**config.mk**
```make
export PLATFORM = sky130hd
export DESIGN_NAME = cpu_alu_with_flags
export DESIGN_NICKNAME = d
export VERILOG_FILES = /design/src/sv/cpualu_pkg.sv /design/src/sv/cpualu_bitops.sv /design/src/sv/cpu_alu_with_flags.sv
export SDC_FILE = /design/constraint.sdc
export NUM_CORES = 1
export LEC_CHECK = 0
export BUFFER_PORTS_ARGS = -buffer_cell sky130_fd_sc_hd__clkbuf_2
export CAP_MARGIN = 40
export CORE_MARGIN = 4
export CORE_UTILIZATION = 40
export CTS_BUF_LIST = sky130_fd_sc_hd__clkbuf_2 sky130_fd_sc_hd__clkbuf_4 sky130_fd_sc_hd__clkbuf_8
export DETAILED_ROUTE_END_ITERATION = 12
export HOLD_SLACK_MARGIN = 0.15
export MAX_ROUTING_LAYER = met4
export SYNTH_ARGS = -nofsm -noshare
export SYNTH_HDL_FRONTEND = slang
export SYNTH_HIERARCHICAL = 1
export SYNTH_SLANG_ARGS = --single-unit
```
**constraint.sdc**
```tcl
create_clock -name clk -period 3.6 [get_ports clk]
set_clock_uncertainty 0.1 [all_clocks]
set_input_delay 0.72 -clock clk [delete_from_list [all_inputs] [get_ports clk]]
set_output_delay 0.72 -clock clk [all_outputs]
set_load 0.01 [all_outputs]
```
**src/sv/cpualu_pkg.sv**
```systemverilog
// Package: operation codes and shared types of the 8-bit CPU ALU.
`default_nettype none
package cpualu_pkg;

  typedef logic [5:0] op_t;

  localparam op_t OP_ADD    = 6'd0;
  localparam op_t OP_ADC    = 6'd1;
  localparam op_t OP_SUB    = 6'd2;
  localparam op_t OP_SBC    = 6'd3;
  localparam op_t OP_AND    = 6'd4;
  localparam op_t OP_XOR    = 6'd5;
  localparam op_t OP_OR     = 6'd6;
  localparam op_t OP_CP     = 6'd7;
  localparam op_t OP_INC    = 6'd8;
  localparam op_t OP_DEC    = 6'd9;
  localparam op_t OP_RLC    = 6'd10;
  localparam op_t OP_RRC    = 6'd11;
  localparam op_t OP_RL     = 6'd12;
  localparam op_t OP_RR     = 6'd13;
  localparam op_t OP_SLA    = 6'd14;
  localparam op_t OP_SRA    = 6'd15;
  localparam op_t OP_SWAP   = 6'd16;
  localparam op_t OP_SRL    = 6'd17;
  localparam op_t OP_BIT    = 6'd18;
  localparam op_t OP_RES    = 6'd19;
  localparam op_t OP_SET    = 6'd20;
  localparam op_t OP_DAA    = 6'd21;
  localparam op_t OP_CPL    = 6'd22;
  localparam op_t OP_CCF    = 6'd23;
  localparam op_t OP_SCF    = 6'd24;
  localparam op_t OP_RLCA   = 6'd25;
  localparam op_t OP_RRCA   = 6'd26;
  localparam op_t OP_RLA    = 6'd27;
  localparam op_t OP_RRA    = 6'd28;
  localparam op_t OP_ADD16  = 6'd29;
  localparam op_t OP_SPOFS  = 6'd30;
  localparam op_t OP_INC16  = 6'd31;
  localparam op_t OP_DEC16  = 6'd32;

  localparam logic [7:0] DAA_LIMIT = 8'h99;
  localparam logic [7:0] DAA_HI    = 8'h60;
  localparam logic [7:0] DAA_LO    = 8'h06;
  localparam logic [3:0] BCD_MAX   = 4'h9;

  // result of the byte logic / shift unit
  typedef struct packed {
    logic [7:0] value;
    logic       carry;
  } bitop_res_t;

endpackage
`default_nettype wire

```
**src/sv/cpualu_bitops.sv**
```systemverilog
// Byte logic, rotate, shift and single-bit unit of the ALU.
`default_nettype none
module cpualu_bitops
  import cpualu_pkg::*;
(
  input  wire op_t        op,
  input  wire logic [7:0] a,
  input  wire logic [7:0] b,
  input  wire logic [2:0] bit_sel,
  input  wire logic       carry_in,
  output bitop_res_t      res
);

  logic [7:0] mask;

  assign mask = 8'd1 << bit_sel;

  always_comb begin
    res.value = a;
    res.carry = carry_in;
    case (op)
      OP_AND:  res.value = a & b;
      OP_XOR:  res.value = a ^ b;
      OP_OR:   res.value = a | b;
      OP_RLC, OP_RLCA: begin
        res.value = {a[6:0], a[7]};
        res.carry = a[7];
      end
      OP_RRC, OP_RRCA: begin
        res.value = {a[0], a[7:1]};
        res.carry = a[0];
      end
      OP_RL, OP_RLA: begin
        res.value = {a[6:0], carry_in};
        res.carry = a[7];
      end
      OP_RR, OP_RRA: begin
        res.value = {carry_in, a[7:1]};
        res.carry = a[0];
      end
      OP_SLA: begin
        res.value = {a[6:0], 1'b0};
        res.carry = a[7];
      end
      OP_SRA: begin
        res.value = {a[7], a[7:1]};
        res.carry = a[0];
      end
      OP_SWAP: begin
        res.value = {a[3:0], a[7:4]};
        res.carry = 1'b0;
      end
      OP_SRL: begin
        res.value = {1'b0, a[7:1]};
        res.carry = a[0];
      end
      OP_RES:  res.value = a & ~mask;
      OP_SET:  res.value = a | mask;
      OP_CPL:  res.value = ~a;
      default: res.value = a;
    endcase
  end

endmodule
`default_nettype wire

```
**src/sv/cpu_alu_with_flags.sv**
```systemverilog
// Top level: pipelined 8/16-bit ALU with Z, N, H and C flags on stream ports.
//
// One operation enters per cycle unless stalled; its result leaves when the
// output side is ready. Stage one latches the item and sets up the adder
// operands (subtract as add of the complement, the decimal-adjust correction,
// sign extension of the stack offset); stage two runs the single 17-bit adder
// and the byte logic/shift unit; stage three selects the result, detects zero
// and forms the flags into the output register. A stall on the output holds
// every stage in place; an empty stage still takes a new item.
`default_nettype none
module cpu_alu_with_flags
  import cpualu_pkg::*;
(
  input  wire logic        clk,
  input  wire logic        rst_n,
  // in_tdata: req_type[5:0], operand_a[21:6], operand_b[37:22], bit_index[40:38],
  //           zero_in[41], subtract_in[42], half_carry_in[43], carry_in[44], zero[47:45]
  input  wire logic [47:0] in_tdata,
  input  wire logic        in_tvalid,
  output      logic        in_tready,
  // out_tdata: result[15:0], write_result[16], zero_out[17], subtract_out[18],
  //            half_carry_out[19], carry_out[20], zero[23:21]
  output      logic [23:0] out_tdata,
  output      logic        out_tvalid,
  input  wire logic        out_tready
);

  // input fields
  op_t         in_op;
  logic [15:0] in_a;
  logic [15:0] in_b;
  logic [2:0]  in_bi;
  logic [3:0]  in_flags;   // {c, h, n, z}

  assign in_op    = in_tdata[5:0];
  assign in_a     = in_tdata[21:6];
  assign in_b     = in_tdata[37:22];
  assign in_bi    = in_tdata[40:38];
  assign in_flags = in_tdata[44:41];

  // handshake chain
  logic v1_r, v2_r, v3_r;
  logic s1_ready, s2_ready, s3_ready;

  assign s3_ready   = !v3_r || out_tready;
  assign s2_ready   = !v2_r || s3_ready;
  assign s1_ready   = !v1_r || s2_ready;
  assign in_tready  = s1_ready;
  assign out_tvalid = v3_r;

  always_ff @(posedge clk) begin
    if (!rst_n) begin
      v1_r <= 1'b0;
      v2_r <= 1'b0;
      v3_r <= 1'b0;
    end else begin
      if (s1_ready) v1_r <= in_tvalid;
      if (s2_ready) v2_r <= v1_r;
      if (s3_ready) v3_r <= v2_r;
    end
  end

  // ---------------- stage one: operand setup ----------------
  logic [15:0] x_nxt, y_nxt;
  logic        cin_nxt;
  logic        daa_c_nxt;
  logic [7:0]  daa_corr;
  logic [7:0]  a8_in, b8_in;
  logic        zi, ni, hi, ci;

  assign a8_in = in_a[7:0];
  assign b8_in = in_b[7:0];
  assign zi    = in_flags[0];
  assign ni    = in_flags[1];
  assign hi    = in_flags[2];
  assign ci    = in_flags[3];

  always_comb begin
    daa_c_nxt = ci || (!ni && (a8_in > DAA_LIMIT));
    daa_corr  = (daa_c_nxt ? DAA_HI : 8'h00) |
                ((hi || (!ni && (a8_in[3:0] > BCD_MAX))) ? DAA_LO : 8'h00);
    x_nxt   = {8'h00, a8_in};
    y_nxt   = 16'h0000;
    cin_nxt = 1'b0;
    case (in_op)
      OP_ADD: y_nxt = {8'h00, b8_in};
      OP_ADC: begin
        y_nxt   = {8'h00, b8_in};
        cin_nxt = ci;
      end
      OP_SUB, OP_CP: begin
        y_nxt   = {8'h00, ~b8_in};
        cin_nxt = 1'b1;
      end
      OP_SBC: begin
        y_nxt   = {8'h00, ~b8_in};
        cin_nxt = !ci;
      end
      OP_INC: cin_nxt = 1'b1;
      OP_DEC: y_nxt = 16'h00FF;
      OP_DAA: begin
        y_nxt   = {8'h00, (ni ? ~daa_corr : daa_corr)};
        cin_nxt = ni;
      end
      OP_ADD16: begin
        x_nxt = in_a;
        y_nxt = in_b;
      end
      OP_SPOFS: begin
        x_nxt = in_a;
        y_nxt = {{8{b8_in[7]}}, b8_in};
      end
      OP_INC16: begin
        x_nxt   = in_a;
        cin_nxt = 1'b1;
      end
      OP_DEC16: begin
        x_nxt = in_a;
        y_nxt = 16'hFFFF;
      end
      default: cin_nxt = 1'b0;
    endcase
  end

  op_t         op_s1_r;
  logic [15:0] a_s1_r;
  logic [7:0]  b_s1_r;
  logic [2:0]  bi_s1_r;
  logic [3:0]  flags_s1_r;
  logic [15:0] x_s1_r, y_s1_r;
  logic        cin_s1_r, daa_c_s1_r;

  always_ff @(posedge clk) begin
    if (s1_ready) begin
      op_s1_r    <= in_op;
      a_s1_r     <= in_a;
      b_s1_r     <= b8_in;
      bi_s1_r    <= in_bi;
      flags_s1_r <= {ci, hi, ni, zi};
      x_s1_r     <= x_nxt;
      y_s1_r     <= y_nxt;
      cin_s1_r   <= cin_nxt;
      daa_c_s1_r <= daa_c_nxt;
    end
  end

  // ---------------- stage two: adder and bit unit ----------------
  logic [16:0] sum_nxt;
  logic [2:0]  xy_nxt;   // x^y at bits 12, 8, 4 for carry recovery
  bitop_res_t  bop;
  logic        bitz_nxt;

  assign sum_nxt  = {1'b0, x_s1_r} + {1'b0, y_s1_r} + {16'h0000, cin_s1_r};
  assign xy_nxt   = {x_s1_r[12] ^ y_s1_r[12], x_s1_r[8] ^ y_s1_r[8],
                     x_s1_r[4] ^ y_s1_r[4]};
  assign bitz_nxt = !a_s1_r[bi_s1_r];

  cpualu_bitops u_bitops (
    .op       (op_s1_r),
    .a        (a_s1_r[7:0]),
    .b        (b_s1_r),
    .bit_sel  (bi_s1_r),
    .carry_in (flags_s1_r[3]),
    .res      (bop)
  );

  op_t         op_s2_r;
  logic [15:0] a_s2_r;
  logic [3:0]  flags_s2_r;
  logic [16:0] sum_s2_r;
  logic [2:0]  xy_s2_r;
  bitop_res_t  bop_s2_r;
  logic        bitz_s2_r, daa_c_s2_r;

  always_ff @(posedge clk) begin
    if (s2_ready) begin
      op_s2_r    <= op_s1_r;
      a_s2_r     <= a_s1_r;
      flags_s2_r <= flags_s1_r;
      sum_s2_r   <= sum_nxt;
      xy_s2_r    <= xy_nxt;
      bop_s2_r   <= bop;
      bitz_s2_r  <= bitz_nxt;
      daa_c_s2_r <= daa_c_s1_r;
    end
  end

  // ---------------- stage three: select and flags ----------------
  logic c4, c8, c12, c16;
  logic z8_sum, z8_bop;
  logic [15:0] r_nxt;
  logic        wr_nxt, z_nxt, n_nxt, h_nxt, c_nxt;

  assign c4     = xy_s2_r[0] ^ sum_s2_r[4];
  assign c8     = xy_s2_r[1] ^ sum_s2_r[8];
  assign c12    = xy_s2_r[2] ^ sum_s2_r[12];
  assign c16    = sum_s2_r[16];
  assign z8_sum = (sum_s2_r[7:0] == 8'h00);
  assign z8_bop = (bop_s2_r.value == 8'h00);

  always_comb begin
    r_nxt  = {8'h00, bop_s2_r.value};
    wr_nxt = 1'b1;
    z_nxt  = flags_s2_r[0];
    n_nxt  = flags_s2_r[1];
    h_nxt  = flags_s2_r[2];
    c_nxt  = flags_s2_r[3];
    case (op_s2_r)
      OP_ADD, OP_ADC: begin
        r_nxt = {8'h00, sum_s2_r[7:0]};
        z_nxt = z8_sum;
        n_nxt = 1'b0;
        h_nxt = c4;
        c_nxt = c8;
      end
      OP_SUB, OP_SBC, OP_CP: begin
        r_nxt  = {8'h00, sum_s2_r[7:0]};
        wr_nxt = (op_s2_r != OP_CP);
        z_nxt  = z8_sum;
        n_nxt  = 1'b1;
        h_nxt  = !c4;
        c_nxt  = !c8;
      end
      OP_AND: begin
        z_nxt = z8_bop;
        n_nxt = 1'b0;
        h_nxt = 1'b1;
        c_nxt = 1'b0;
      end
      OP_XOR, OP_OR: begin
        z_nxt = z8_bop;
        n_nxt = 1'b0;
        h_nxt = 1'b0;
        c_nxt = 1'b0;
      end
      OP_INC: begin
        r_nxt = {8'h00, sum_s2_r[7:0]};
        z_nxt = z8_sum;
        n_nxt = 1'b0;
        h_nxt = c4;
      end
      OP_DEC: begin
        r_nxt = {8'h00, sum_s2_r[7:0]};
        z_nxt = z8_sum;
        n_nxt = 1'b1;
        h_nxt = !c4;
      end
      OP_RLC, OP_RRC, OP_RL, OP_RR, OP_SLA, OP_SRA, OP_SWAP, OP_SRL: begin
        z_nxt = z8_bop;
        n_nxt = 1'b0;
        h_nxt = 1'b0;
        c_nxt = bop_s2_r.carry;
      end
      OP_BIT: begin
        r_nxt  = {8'h00, a_s2_r[7:0]};
        wr_nxt = 1'b0;
        z_nxt  = bitz_s2_r;
        n_nxt  = 1'b0;
        h_nxt  = 1'b1;
      end
      OP_RES, OP_SET: r_nxt = {8'h00, bop_s2_r.value};
      OP_DAA: begin
        r_nxt = {8'h00, sum_s2_r[7:0]};
        z_nxt = z8_sum;
        h_nxt = 1'b0;
        c_nxt = daa_c_s2_r;
      end
      OP_CPL: begin
        n_nxt = 1'b1;
        h_nxt = 1'b1;
      end
      OP_CCF: begin
        r_nxt = {8'h00, a_s2_r[7:0]};
        n_nxt = 1'b0;
        h_nxt = 1'b0;
        c_nxt = !flags_s2_r[3];
      end
      OP_SCF: begin
        r_nxt = {8'h00, a_s2_r[7:0]};
        n_nxt = 1'b0;
        h_nxt = 1'b0;
        c_nxt = 1'b1;
      end
      OP_RLCA, OP_RRCA, OP_RLA, OP_RRA: begin
        z_nxt = 1'b0;
        n_nxt = 1'b0;
        h_nxt = 1'b0;
        c_nxt = bop_s2_r.carry;
      end
      OP_ADD16: begin
        r_nxt = sum_s2_r[15:0];
        n_nxt = 1'b0;
        h_nxt = c12;
        c_nxt = c16;
      end
      OP_SPOFS: begin
        r_nxt = sum_s2_r[15:0];
        z_nxt = 1'b0;
        n_nxt = 1'b0;
        h_nxt = c4;
        c_nxt = c8;
      end
      OP_INC16, OP_DEC16: r_nxt = sum_s2_r[15:0];
      default: begin
        // undefined codes: pass operand and flags through, no write
        r_nxt  = a_s2_r;
        wr_nxt = 1'b0;
      end
    endcase
  end

  logic [20:0] out_r;

  always_ff @(posedge clk) begin
    if (s3_ready) begin
      out_r <= {c_nxt, h_nxt, n_nxt, z_nxt, wr_nxt, r_nxt};
    end
  end

  assign out_tdata = {3'b000, out_r};

  // ---------------- checks ----------------
  a_stall_holds_s2: assert property (@(posedge clk) disable iff (!rst_n)
    v2_r && v3_r && !out_tready |=> v2_r)
    else $error("stage two item lost during output stall");

  a_accept_fills_s1: assert property (@(posedge clk) disable iff (!rst_n)
    in_tvalid && in_tready |=> v1_r)
    else $error("accepted item not captured in stage one");

  a_cp_no_write: assert property (@(posedge clk) disable iff (!rst_n)
    v2_r && s3_ready && (op_s2_r == OP_CP) |=> !out_tdata[16])
    else $error("compare marked for write back");

  a_byte_upper_zero: assert property (@(posedge clk) disable iff (!rst_n)
    v2_r && s3_ready && (op_s2_r < OP_ADD16) |=> (out_tdata[15:8] == 8'h00))
    else $error("byte operation left upper result byte nonzero");

  a_bubble_moves: assert property (@(posedge clk) disable iff (!rst_n)
    v1_r && !v2_r |=> v2_r)
    else $error("stage one item did not advance into empty stage two");

endmodule
`default_nettype wire
```
Yosys cells after proc, flatten, opt, wreduce, memory -nomap -nowiden

Cells that the tools add are included.

Register bits after elaboration: 152
Input port bits: 52

Add/subtract/negate cells: 2
Magnitude comparators: 3
Equality and inequality tests: 62
Shifts and indexed selects: 1
Mux-type cells: 15
Bitwise logic cells: 16
Reduce and logical (&&, ||, !) cells: 47

Operators with widths:

| kind               | count |
|---|---|
| $eq 6x5->1 const B | 29 |
| $pmux 16 s7        | 1 |
| $pmux 8 s14        | 1 |
| $eq 6x4->1 const B | 16 |
| $pmux 16 s4        | 1 |
| $eq 6x3->1 const B | 8 |
| $reduce_or 29->1   | 1 |
| $eq 6x2->1 const B | 4 |
| $not 8->8          | 3 |
| $reduce_or 23->1   | 1 |
| $reduce_or 4->1    | 5 |
| $reduce_or 18->1   | 1 |
| $reduce_or 3->1    | 6 |
| $add 16x16->17     | 1 |
| $add 17x1->17      | 1 |
| $reduce_or 17->1   | 1 |
| $and 8x8->8        | 2 |
| $logic_not 8->1    | 2 |
| $or 8x8->8         | 2 |
| $reduce_or 5->1    | 3 |
| $eq 6x1->1 const B | 2 |
| $eq 6x6->1 const B | 2 |
| $logic_not 6->1    | 2 |
| $reduce_or 12->1   | 1 |
| 26 further kinds   | 50 |

Logic depth before layout (Yosys ltp)

Gate-level depths: netlist (run 1).

Word-level depth: 8
Gate-level depth with buffers: 8

Modules after synthesis

The synthesis (run 1) kept the hierarchy.

By module, submodules not included:

| module             | times used | cells an instance | area each (sq um) |
|---|---|---|---|
| cpu_alu_with_flags | 1          | 491               | 6700.2 |
| cpualu_bitops      | 1          | 207               | 1323.8 |

Least setup slack after synthesis (run 1)

Ideal clock, no wire load.

Path kind: input port to flip-flop
From: in out_tready
To: reg a_s1_r[0], enable pin
Setup time: 0.877 ns
Data arrival time: 2.493 ns
Path slack: 0.130 ns
Stages: 2
Path buffers: 0
Path through: nor2b_1 -> nand3_1

Longest elaborated chain between the ends: 3

RTL lines:

| item                   | RTL line                  | RTL |
|---|---|---|
| start: declaration     | cpu_alu_with_flags.sv:25  | `input wire logic out_tready` |
| $logic_or 1x1->1       | cpu_alu_with_flags.sv:45  | `assign s3_ready = !v3_r \|\| out_tready;` |
| $logic_or 1x1->1       | cpu_alu_with_flags.sv:46  | `assign s2_ready = !v2_r \|\| s3_ready;` |
| $logic_or 1x1->1       | cpu_alu_with_flags.sv:47  | `assign s1_ready = !v1_r \|\| s2_ready;` |
| net in_tready          | cpu_alu_with_flags.sv:20  | `output logic in_tready,` |
| end signal: assignment | cpu_alu_with_flags.sv:136 | `a_s1_r <= in_a;` |
| end: declaration       | cpu_alu_with_flags.sv:126 | `logic [15:0] a_s1_r;` |

The timed path passes the listed nets, and every way through them passes these cells.
A chain may end at the register's enable or synchronous reset.

==> out/metrics.cfg, run 1 <==
[layout]
fill_cells=1803
fin_nets=825
final_cell_mix=edfxtp_1, clkbuf_2, a21oi_1, nand2_1, nor2_1
drive_above_1_share=0.179
layout_commonest_cell=edfxtp_1
insertedDiodeCount=0
syn_to_final_growth_pct=11.6
layout.cells.non_filler=1034

[clocking]
cts_resized=0
cts_setup_buffers=0
numCtsBuffers=17
h-tree-depth=4
clk_pin_slew_worst_paths_ns=0.09
clock-sinks=144
clk_latency_ns=0.45
cts_buffer_depth=2
clockRootBuffer=clkbuf_8
cts_tree=done
cts.hold.buffers_added=0

[floorplan]
initial_utilization=0.410
die-area_um2=22400
num_io_pins=78
rows=51
die_w_um=150
chipHeight_um=150
core_um2=19600

[hold_path]
hold_class=reg -> reg

[logic_synthesis]
syn-cell-area_um2=8020
syn_inst=698
syn_avg_cell_area_um2=11.5
synth_ff_type=edfxtp_1
synth_edf_count=141
yosysWarnings=6
synth_cell_types=89
ys_seq_area_frac=0.535
async_reset_ff_frac=0
ys_ff_latch=144

[placement]
gp_congestion=0.947
dp.cells=1002
dpl.hpwl_mm=15.0
io_buffer_count=71

[sta]
setup_viol=0
slew-limit-headroom=0.375
fin_crit_sh=0.795
max_freq_mhz=350
rsz0062_at_grt=false
fin_crit_ns=2.86
worst_slew_pin_slew_ns=0.938
tns_ns=0
slew_viol_final=0
finalHoldViolations=0

[critical_path]
path_cells=nor3_1 > a211oi_1 > nand3_1 > o21bai_1 > a2111o_1
required_ns=3.69
cp_num_buf_inv=0
critPathLaunchType=flop
cp.arrival_ns=2.95
critPathMaxFanout=25
worst-setup-path-type=reg -> reg
crit_path_end_kind=flop
worst_path_largest_cell_delay_ns=0.96
path_delay_family=compound AO/OA/AOI/OAI gates
critPathSlowestCell=edfxtp_1

[pwr]
ir_drop_mv=0.216
powerDensity_nw_per_um2=424
p_leak_nw=3.47

[routing]
wire_per_inst_um=20.1
postRouteAntennaNets=0
wl_mm=20.7
drc=0
vias=6074
drt_iter0_drc=539
via_per_inst=5.87
dr.pass1.iters=5

[global_routing]
antenna_found_initial=0
grtUsageTotal=0.192
grt_overflow=0
grt_max_degree=58
grt_pass1_vias=5803
grt_pass1_wl_mm=32.3

[run]
maxCapViolations=0

[run_status]
status=finished, final reports clean

through the flow:
step,cell area [um2],utilization,hold slack [ns],power [mW],setup slack [ns]
after detailed placement,8560,0.437,0.307,2.54,0.809
after global placement,8560,0.437,0.303,2.53,0.831
final,8960,0.457,0.329,3.80,0.739
after global routing,8960,0.457,0.315,3.96,0.557
after floorplan,8030,-,0.300,2.37,0.130
after CTS,8960,0.457,0.310,3.83,0.795
cells in the mapped netlist, drive strengths merged, types with 4 or more instances:
| cell type | number | area share |
|---|---|---|
| nor4b | 4 | 0.0051 |
| xor2 | 11 | 0.012 |
| a211o | 10 | 0.011 |
| nor3 | 21 | 0.015 |
| and3 | 4 | 0.0031 |
| ha | 15 | 0.023 |
| a211oi | 14 | 0.013 |
| nand4 | 9 | 0.0070 |
| and2 | 10 | 0.0078 |
| xnor2 | 12 | 0.013 |
| a221oi | 4 | 0.0066 |
| a21oi | 43 | 0.028 |
| o22ai | 7 | 0.0062 |
| inv | 22 | 0.010 |
| nand3b | 11 | 0.010 |
| o211ai | 12 | 0.011 |
| a22oi | 5 | 0.0047 |
| o31a | 5 | 0.0055 |
| nor2 | 36 | 0.019 |
| clkbuf | 11 | 0.0051 |
| nand3 | 14 | 0.0087 |
| a21o | 25 | 0.023 |
| or2 | 4 | 0.0031 |
| o21ai | 36 | 0.023 |
| a2111oi | 6 | 0.0073 |
| or4b | 4 | 0.0050 |
| nand2 | 41 | 0.019 |
| o21bai | 5 | 0.0047 |
| edfxtp | 141 | 0.53 |
| nor4 | 10 | 0.0078 |
| nand2b | 18 | 0.014 |
| or3 | 6 | 0.0047 |
| buf | 34 | 0.027 |
| o21a | 7 | 0.0065 |
| a22o | 17 | 0.019 |
| nor2b | 6 | 0.0047 |
per-layer routing:
layer	share of wire	global-route usage	routed length, um
met1	0.45	0.260	9310
met2	0.47	0.296	9720
met3	0.061	0.0303	1260
met4	0.022	0.0677	455
met5	0	-	0
final timing paths:
path / start / endpoint / slack [ns] / depth (start not counted)
worst max-delay path: op_s1_r[1] / bop_s2_r[8] / 0.74 / 5
worst min-delay path: a_s1_r[14] / a_s2_r[14] / 0.33 / 0
worst max register to register: op_s1_r[1] / bop_s2_r[8] / 0.74 / 5
worst min register to register: a_s1_r[14] / a_s2_r[14] / 0.33 / 0
kinds of logic (layout without fill, tap and decap cells):
| family | Yosys count | in the layout | share of synthesized area |
|---|---|---|---|
| and+or+nand+nor | 211 | 211 | 0.150 |
| xor gates and xnor gates | 23 | 23 | 0.0251 |
| DFF | 144 | 144 | 0.535 |
| muxes | 5 | 5 | 0.00936 |
| buffers and inverters | 67 | 136 | 0.0419 |
| other | 1 | 3 | 0.000467 |
| adders and majority gates | 17 | 17 | 0.0284 |
| AOI/OAI and AO/OA | 230 | 230 | 0.210 |
worst reg2reg max path: cells and delay by family, from the launching register on:
| family | cells | cell delay (ns) |
|---|---|---|
| simple gates | 2 | 0.47 |
| flops | 1 | 0.96 |
| compound gates | 3 | 1.07 |
sequential cells by signal, summed over array words and instances, names as in the netlist, 4 cells and up:
signal      count
op_s1_r         6
bop_s2_r        9
op_s2_r         6
y_s1_r         16
flags_s2_r      4
flags_s1_r      4
b_s1_r          8
x_s1_r          8
out_r          21
sum_s2_r       17
a_s2_r         16
a_s1_r         16
power breakdown:
group	switching (mW)	internal (mW)	total (mW)	leakage, nW
Clock	0.697	0.589	1.29	0.200
Sequential	0.115	1.97	2.08	1.58
Combinational	0.244	0.186	0.429	1.69
Total	1.05	2.74	3.80	3.47
final cells by class:
type / instances / area [um2] / share of cell area
Multi-Input combinational cell: 489 / 3420 / 0.381
Tap cell: 265 / 332 / 0.0370
Clock inverter: 14 / 149 / 0.0166
Inverter: 22 / 82.6 / 0.00922
Timing Repair Buffer: 82 / 438 / 0.0489
Sequential cell: 144 / 4290 / 0.479
Clock buffer: 18 / 248 / 0.0277
No activity file was read; power rests on OpenSTA's default activity.
==> inputs of run 2 (changes only) <==
clock period = 2.9 ns   (was 3.6 ns; I/O delays follow)
==> run 2 against run 1 <==
  * Power up 24%
  * Via count shrank 0.69%
  * Count of clock-buffer cells in the layout up 1
  * Sequential share of layout area shrank 0.84 points
  * Register-to-register slack worse by 0.46 ns
==> out/metrics.cfg, run 2 (synthesized netlist as in run 1, its figures left out) <==
[hold_path]
hp-start=in_tdata[38]
hold_class=in -> reg
hold_depth=1  ; +1
min_to=bi_s1_r[0]

[layout]
largest_register=out_r
syn_to_final_growth_pct=13.6
insertedDiodeCount=0  ; unchanged
layout.cells.non_filler=1056  ; +2.1%
drive_above_1_share=0.201  ; +0.0216
fin_util=0.465  ; +0.00818
register_area_um2=4290  ; unchanged
reg.largest.list=out_r (21), sum_s2_r (17)
fill_cells=1806  ; +0.17%
layout_commonest_cell=edfxtp_1
fin_nets=847  ; +2.7%
final_cell_mix=edfxtp_1, clkbuf_2, a21oi_1, nand2_1, nor2_1
multi_input_area_um2=3410  ; -0.22%
largest_reg_flops=21  ; unchanged

[floorplan]
initial_utilization=0.410  ; unchanged
chipHeight_um=150  ; unchanged
die_w_um=150  ; unchanged
rows=51  ; unchanged
num_io_pins=78  ; unchanged
die-area_um2=22400  ; unchanged
core_um2=19600  ; unchanged

[clocking]
clockRootBuffer=clkbuf_8
clk_latency_ns=0.46  ; about the same
clock-sinks=144  ; unchanged
h-tree-depth=4  ; unchanged
cts.hold.buffers_added=0  ; unchanged
numCtsBuffers=17  ; unchanged
clk_pin_slew_worst_paths_ns=0.08  ; about the same
cts_setup_buffers=0  ; unchanged
cts_buffer_depth=2  ; unchanged
cts_resized=0  ; unchanged
cts_tree=done

[sta]
slew_viol_final=0  ; unchanged
worst_slew_pin_slew_ns=0.855  ; -0.0823 ns
max_freq_mhz=382  ; +9.3%
finalHoldViolations=0  ; unchanged
rsz0062_at_grt=false
fin_crit_ns=2.62  ; -0.243 ns
tns_ns=0  ; unchanged
slew-limit-headroom=0.425  ; +0.0505
setup_viol=0  ; unchanged
setup_ws_ns=0.283  ; -0.457 ns
fin_crit_sh=0.903  ; +0.108

[critical_path]
critPathMaxFanout=5  ; -80%
crit_top_cell=fa_1
cp.arrival_ns=2.73  ; -0.22 ns
r2r-start=a_s1_r[0]
path_delay_family=compound AO/OA/AOI/OAI gates
cp_num_buf_inv=1  ; +1
reg2reg_to=sum_s2_r[16]
reg2regPathDepth=8  ; +3
worst_path_largest_cell_delay_ns=0.50  ; -0.46 ns
critPathLaunchType=flop
required_ns=3.02  ; -0.67 ns
worst-setup-path-type=reg -> reg
critPathSlowestCell=fa_1
path_cells=fa_1 > inv_1 > fa_1 > nor2b_1 > o31a_1 > a31oi_1 > o221ai_1 > a31o_1
crit_path_end_kind=flop
r2r_setup_slack_ns=0.28  ; -0.46 ns

[run_status]
status=finished, final reports clean

[pwr]
p_seq_frac=0.541  ; -0.007
netSwitchingFraction=0.261  ; -0.0169
ir_drop_mv=0.285  ; +32%
comb_power_share=0.126  ; +0.013
p_total_mw=4.70  ; +24%
p_clk_frac=0.333  ; -0.006
p_leak_nw=3.58  ; +3.1%
internal-power_mw=3.47  ; +27%
powerDensity_nw_per_um2=516  ; +22%
power.switching_mw=1.23  ; +16%

[run]
maxCapViolations=0  ; unchanged

[routing]
drt_iter0_drc=517  ; -4.1%
wire_per_inst_um=19.3  ; -3.8%
wl_mm=20.4  ; -1.8%
dr.pass1.iters=6  ; +1
via_per_inst=5.71  ; -2.8%
postRouteAntennaNets=0  ; unchanged
vias=6032  ; -0.69%
drc=0  ; unchanged

[global_routing]
grt_pass1_wl_mm=32.5  ; +0.77%
grt_overflow=0  ; unchanged
grt_max_degree=58  ; unchanged
grtUsageTotal=0.193  ; +0.000974
grt_pass1_vias=5791  ; -0.21%
antenna_found_initial=0  ; unchanged

[placement]
dp.cells=1024  ; +2.2%
post-place-ws_ns=0.271  ; -0.538 ns
io_buffer_count=71  ; unchanged
dpl.hpwl_mm=15.2  ; +1.5%
gp_congestion=0.929  ; -1.9%

[run 2: how the worst max path moves through the flow]
stage	slack, ns	end	depth (start not counted)	from
finish	0.28	sum_s2_r[16]	8	a_s1_r[0]
detailed placement	0.27	sum_s2_r[16]	8	a_s1_r[0]
CTS	0.26	sum_s2_r[16]	8	a_s1_r[0]
global placement	0.28	sum_s2_r[16]	8	a_s1_r[0]
global route	0.15	sum_s2_r[16]	8	a_s1_r[0]
floorplan	0.31	a_s2_r[0]	2	out_tready
[run 2: layer usage]
layer	global-route usage	wire, um	up-vias	share of wire
li1	-	-	2891	-
met1	0.266	9440	2905	0.46
met2	0.287	9410	212	0.46
met3	0.0460	1170	24	0.057
met4	0.0577	365	0	0.018
met5	-	0	-	0
[run 2: cell type report]
class | count | share of cell area
Sequential cell | 144 | 0.471
Clock inverter | 13 | 0.0151
Multi-Input combinational cell | 489 | 0.374
Timing Repair Buffer | 104 | 0.0675
Tap cell | 265 | 0.0364
Inverter | 22 | 0.00906
Clock buffer | 19 | 0.0273
[run 2: power groups by stage]
stage               sequential, mW  clock [mW]  combinational [mW]
CTS                           2.54        1.61               0.587
floorplan                     2.57           0               0.374
global placement              2.59           0               0.577
global route                  2.56        1.70               0.653
finish                        2.54        1.57               0.591
detailed placement            2.59           0               0.585
[run 2: per-stage QoR]
stage,hold WS (ns),area [um2]
2_1_floorplan,0.300,8040
3_3_place_gp,0.305,8730
3_5_place_dp,0.306,8730
4_1_cts,0.170,9120
5_1_grt,0.175,9120
6_report,0.198,9120
==> inputs of run 3 (changes only) <==
CORE_MARGIN = 2   (was 4)
==> run 3 against run 2 <==
  * Fmax is 1.7% lower
  * Hold slack better by 0.010 ns
  * Power is 0.94% higher
  * Register-to-register slack worse by 0.04 ns
  * Cell area is 0.82% higher
  * Core utilization is 0.38 points higher
  * Die area is 5.3% lower
  * Setup slack worse by 0.045 ns
  * Critical path type unchanged
  * Critical endpoint unchanged
==> out/metrics.cfg, run 3 (synthesized netlist as in run 1, its figures left out) <==
[run_status]
status=finished, final reports clean

[pwr]
p_leak_nw=3.63  ; +1.4%
ir_drop_mv=0.289  ; +1.5%
powerDensity_nw_per_um2=516  ; +0.11%

[placement]
gp_congestion=0.931  ; +0.15%
io_buffer_count=71  ; unchanged
dpl.hpwl_mm=15.4  ; +1.3%
post-place-ws_ns=0.246  ; -0.0247 ns

[routing]
postRouteAntennaNets=0  ; unchanged
drc=0  ; unchanged
wire_per_inst_um=19.5  ; +1.0%
vias=6085  ; +0.88%
wl_mm=20.7  ; +1.5%
drt_iter0_drc=526  ; +1.7%
via_per_inst=5.74  ; +0.40%
dr.pass1.iters=5  ; -1

[sta]
tns_ns=0  ; unchanged
setup_ws_ns=0.238  ; -0.0448 ns
fin_crit_sh=0.918  ; +0.0155
max_freq_mhz=376  ; -1.7%
fin_crit_ns=2.66  ; +0.0448 ns
rsz0062_at_grt=false
finalHoldViolations=0  ; unchanged
slew_viol_final=0  ; unchanged
setup_viol=0  ; unchanged
worst_slew_pin_slew_ns=0.828  ; -0.0273 ns
slew-limit-headroom=0.444  ; +0.0184

[clocking]
clock-sinks=144  ; unchanged
clk_pin_slew_worst_paths_ns=0.08  ; about the same
h-tree-depth=4  ; unchanged
cts.hold.buffers_added=0  ; unchanged
numCtsBuffers=17  ; unchanged
clockRootBuffer=clkbuf_8
cts_setup_buffers=0  ; unchanged
clk_latency_ns=0.44  ; -0.02 ns
cts_resized=0  ; unchanged
cts_tree=done
cts_buffer_depth=2  ; unchanged

[critical_path]
critPathLaunchType=flop
path_delay_family=compound AO/OA/AOI/OAI gates
r2r-start=a_s1_r[0]
reg2regPathDepth=8  ; unchanged
critPathSlowestCell=fa_1
path_cells=fa_1 > inv_1 > fa_1 > nor2b_1 > o31a_1 > a31oi_1 > o221ai_1 > a31o_1
crit_end=sum_s2_r[16]
cp_num_buf_inv=1  ; unchanged
worst_path_largest_cell_delay_ns=0.50  ; about the same
reg2reg_to=sum_s2_r[16]
worstSetupStartpoint=a_s1_r[0]
crit_top_cell=fa_1
cp.depth=8  ; unchanged
cp.arrival_ns=2.76  ; +0.03 ns
required_ns=3.00  ; -0.02 ns
r2r_setup_slack_ns=0.24  ; -0.04 ns
crit_path_end_kind=flop
worst-setup-path-type=reg -> reg
critPathMaxFanout=5  ; unchanged

[layout]
syn_to_final_growth_pct=14.6
largest_reg_flops=21  ; unchanged
layout_commonest_cell=edfxtp_1
fin_nets=852  ; +0.59%
largest_register=out_r
insertedDiodeCount=0  ; unchanged
drive_above_1_share=0.207  ; +0.00628
final_cell_mix=edfxtp_1, clkbuf_2, a21oi_1, nand2_1, buf_4
reg.largest.list=out_r (21), sum_s2_r (17)

[floorplan]
chipHeight_um=146  ; -2.7%
num_io_pins=78  ; unchanged
core_um2=19600  ; unchanged
initial_utilization=0.410  ; unchanged
rows=51  ; unchanged
die_w_um=146  ; -2.7%
die-area_um2=21200  ; -5.3%

[global_routing]
grt_max_degree=65  ; +12%
grtUsageTotal=0.201  ; +0.00724
antenna_found_initial=0  ; unchanged
grt_overflow=0  ; unchanged
grt_pass1_vias=5802  ; +0.19%
grt_pass1_wl_mm=32.2  ; -1.1%

[run]
maxCapViolations=0  ; unchanged

[hold_path]
hold_class=in -> reg

==> run 3: cell types whose count changed in the layout (fill, tap and decap cells not counted), sizes merged <==
cell,change
bufinv,-1
clkbuf,+2
inv,+6
clkinv,-5
buf,+5
clkinvlp,-2
==> run 3: report_power, final <==
group	leakage, nW	switching, mW	internal, mW
clock network	0.208	0.815	0.782
logic	1.84	0.342	0.256
registers	1.58	0.107	2.44
==> run 3: routing by layer <==
layer,GRT usage,vias up,part of all wire
li1,-,2899,-
met1,0.280,2905,0.47
met2,0.296,249,0.45
met3,0.0373,32,0.060
met4,0.0662,0,0.019
met5,-,-,0
==> run 3: cell type report <==
cell class | count | area (um2)
tap | 265 | 332
inverter | 22 | 82.6
timing repair buffer | 109 | 678
clock buffer | 21 | 283
multi-input combinational | 489 | 3410
fill | 1782 | 10400
clock inverter | 11 | 116
sequential | 144 | 4290
==> run 3: metrics by stage <==
step           power, mW  instances  hold WS [ns]   util  area, um2
5_1_grt             4.95       1061         0.176  0.469       9190
2_1_floorplan       2.94        700         0.300      -       8040
3_5_place_dp        3.19       1029         0.306  0.449       8790
3_3_place_gp        3.18       1029         0.305  0.449       8790
6_report            4.74       1061         0.208  0.469       9190
4_1_cts             4.78       1061         0.182  0.469       9190
==> run 3: how the worst min path moves through the flow <==
stage	slack [ns]	start	cells after the start	endpoint
6_report	0.21	in_tdata[41]	1	flags_s1_r[0]
5_1_grt	0.18	in_tdata[38]	1	bi_s1_r[0]
4_1_cts	0.18	in_tdata[41]	1	flags_s1_r[0]
3_5_place_dp	0.31	flags_s1_r[2]	0	flags_s2_r[2]
3_3_place_gp	0.31	flags_s1_r[2]	0	flags_s2_r[2]
2_1_floorplan	0.30	a_s1_r[10]	0	a_s2_r[10]
==> run 3: worst register-to-register path, delay by kind of cell, from the launching register on <==
kind | cells | cell delay (ns)
fa+ha+maj | 2 | 0.70
buf+inv | 1 | 0.10
flops | 1 | 0.43
compound gates | 4 | 1.01
simple gates | 1 | 0.07
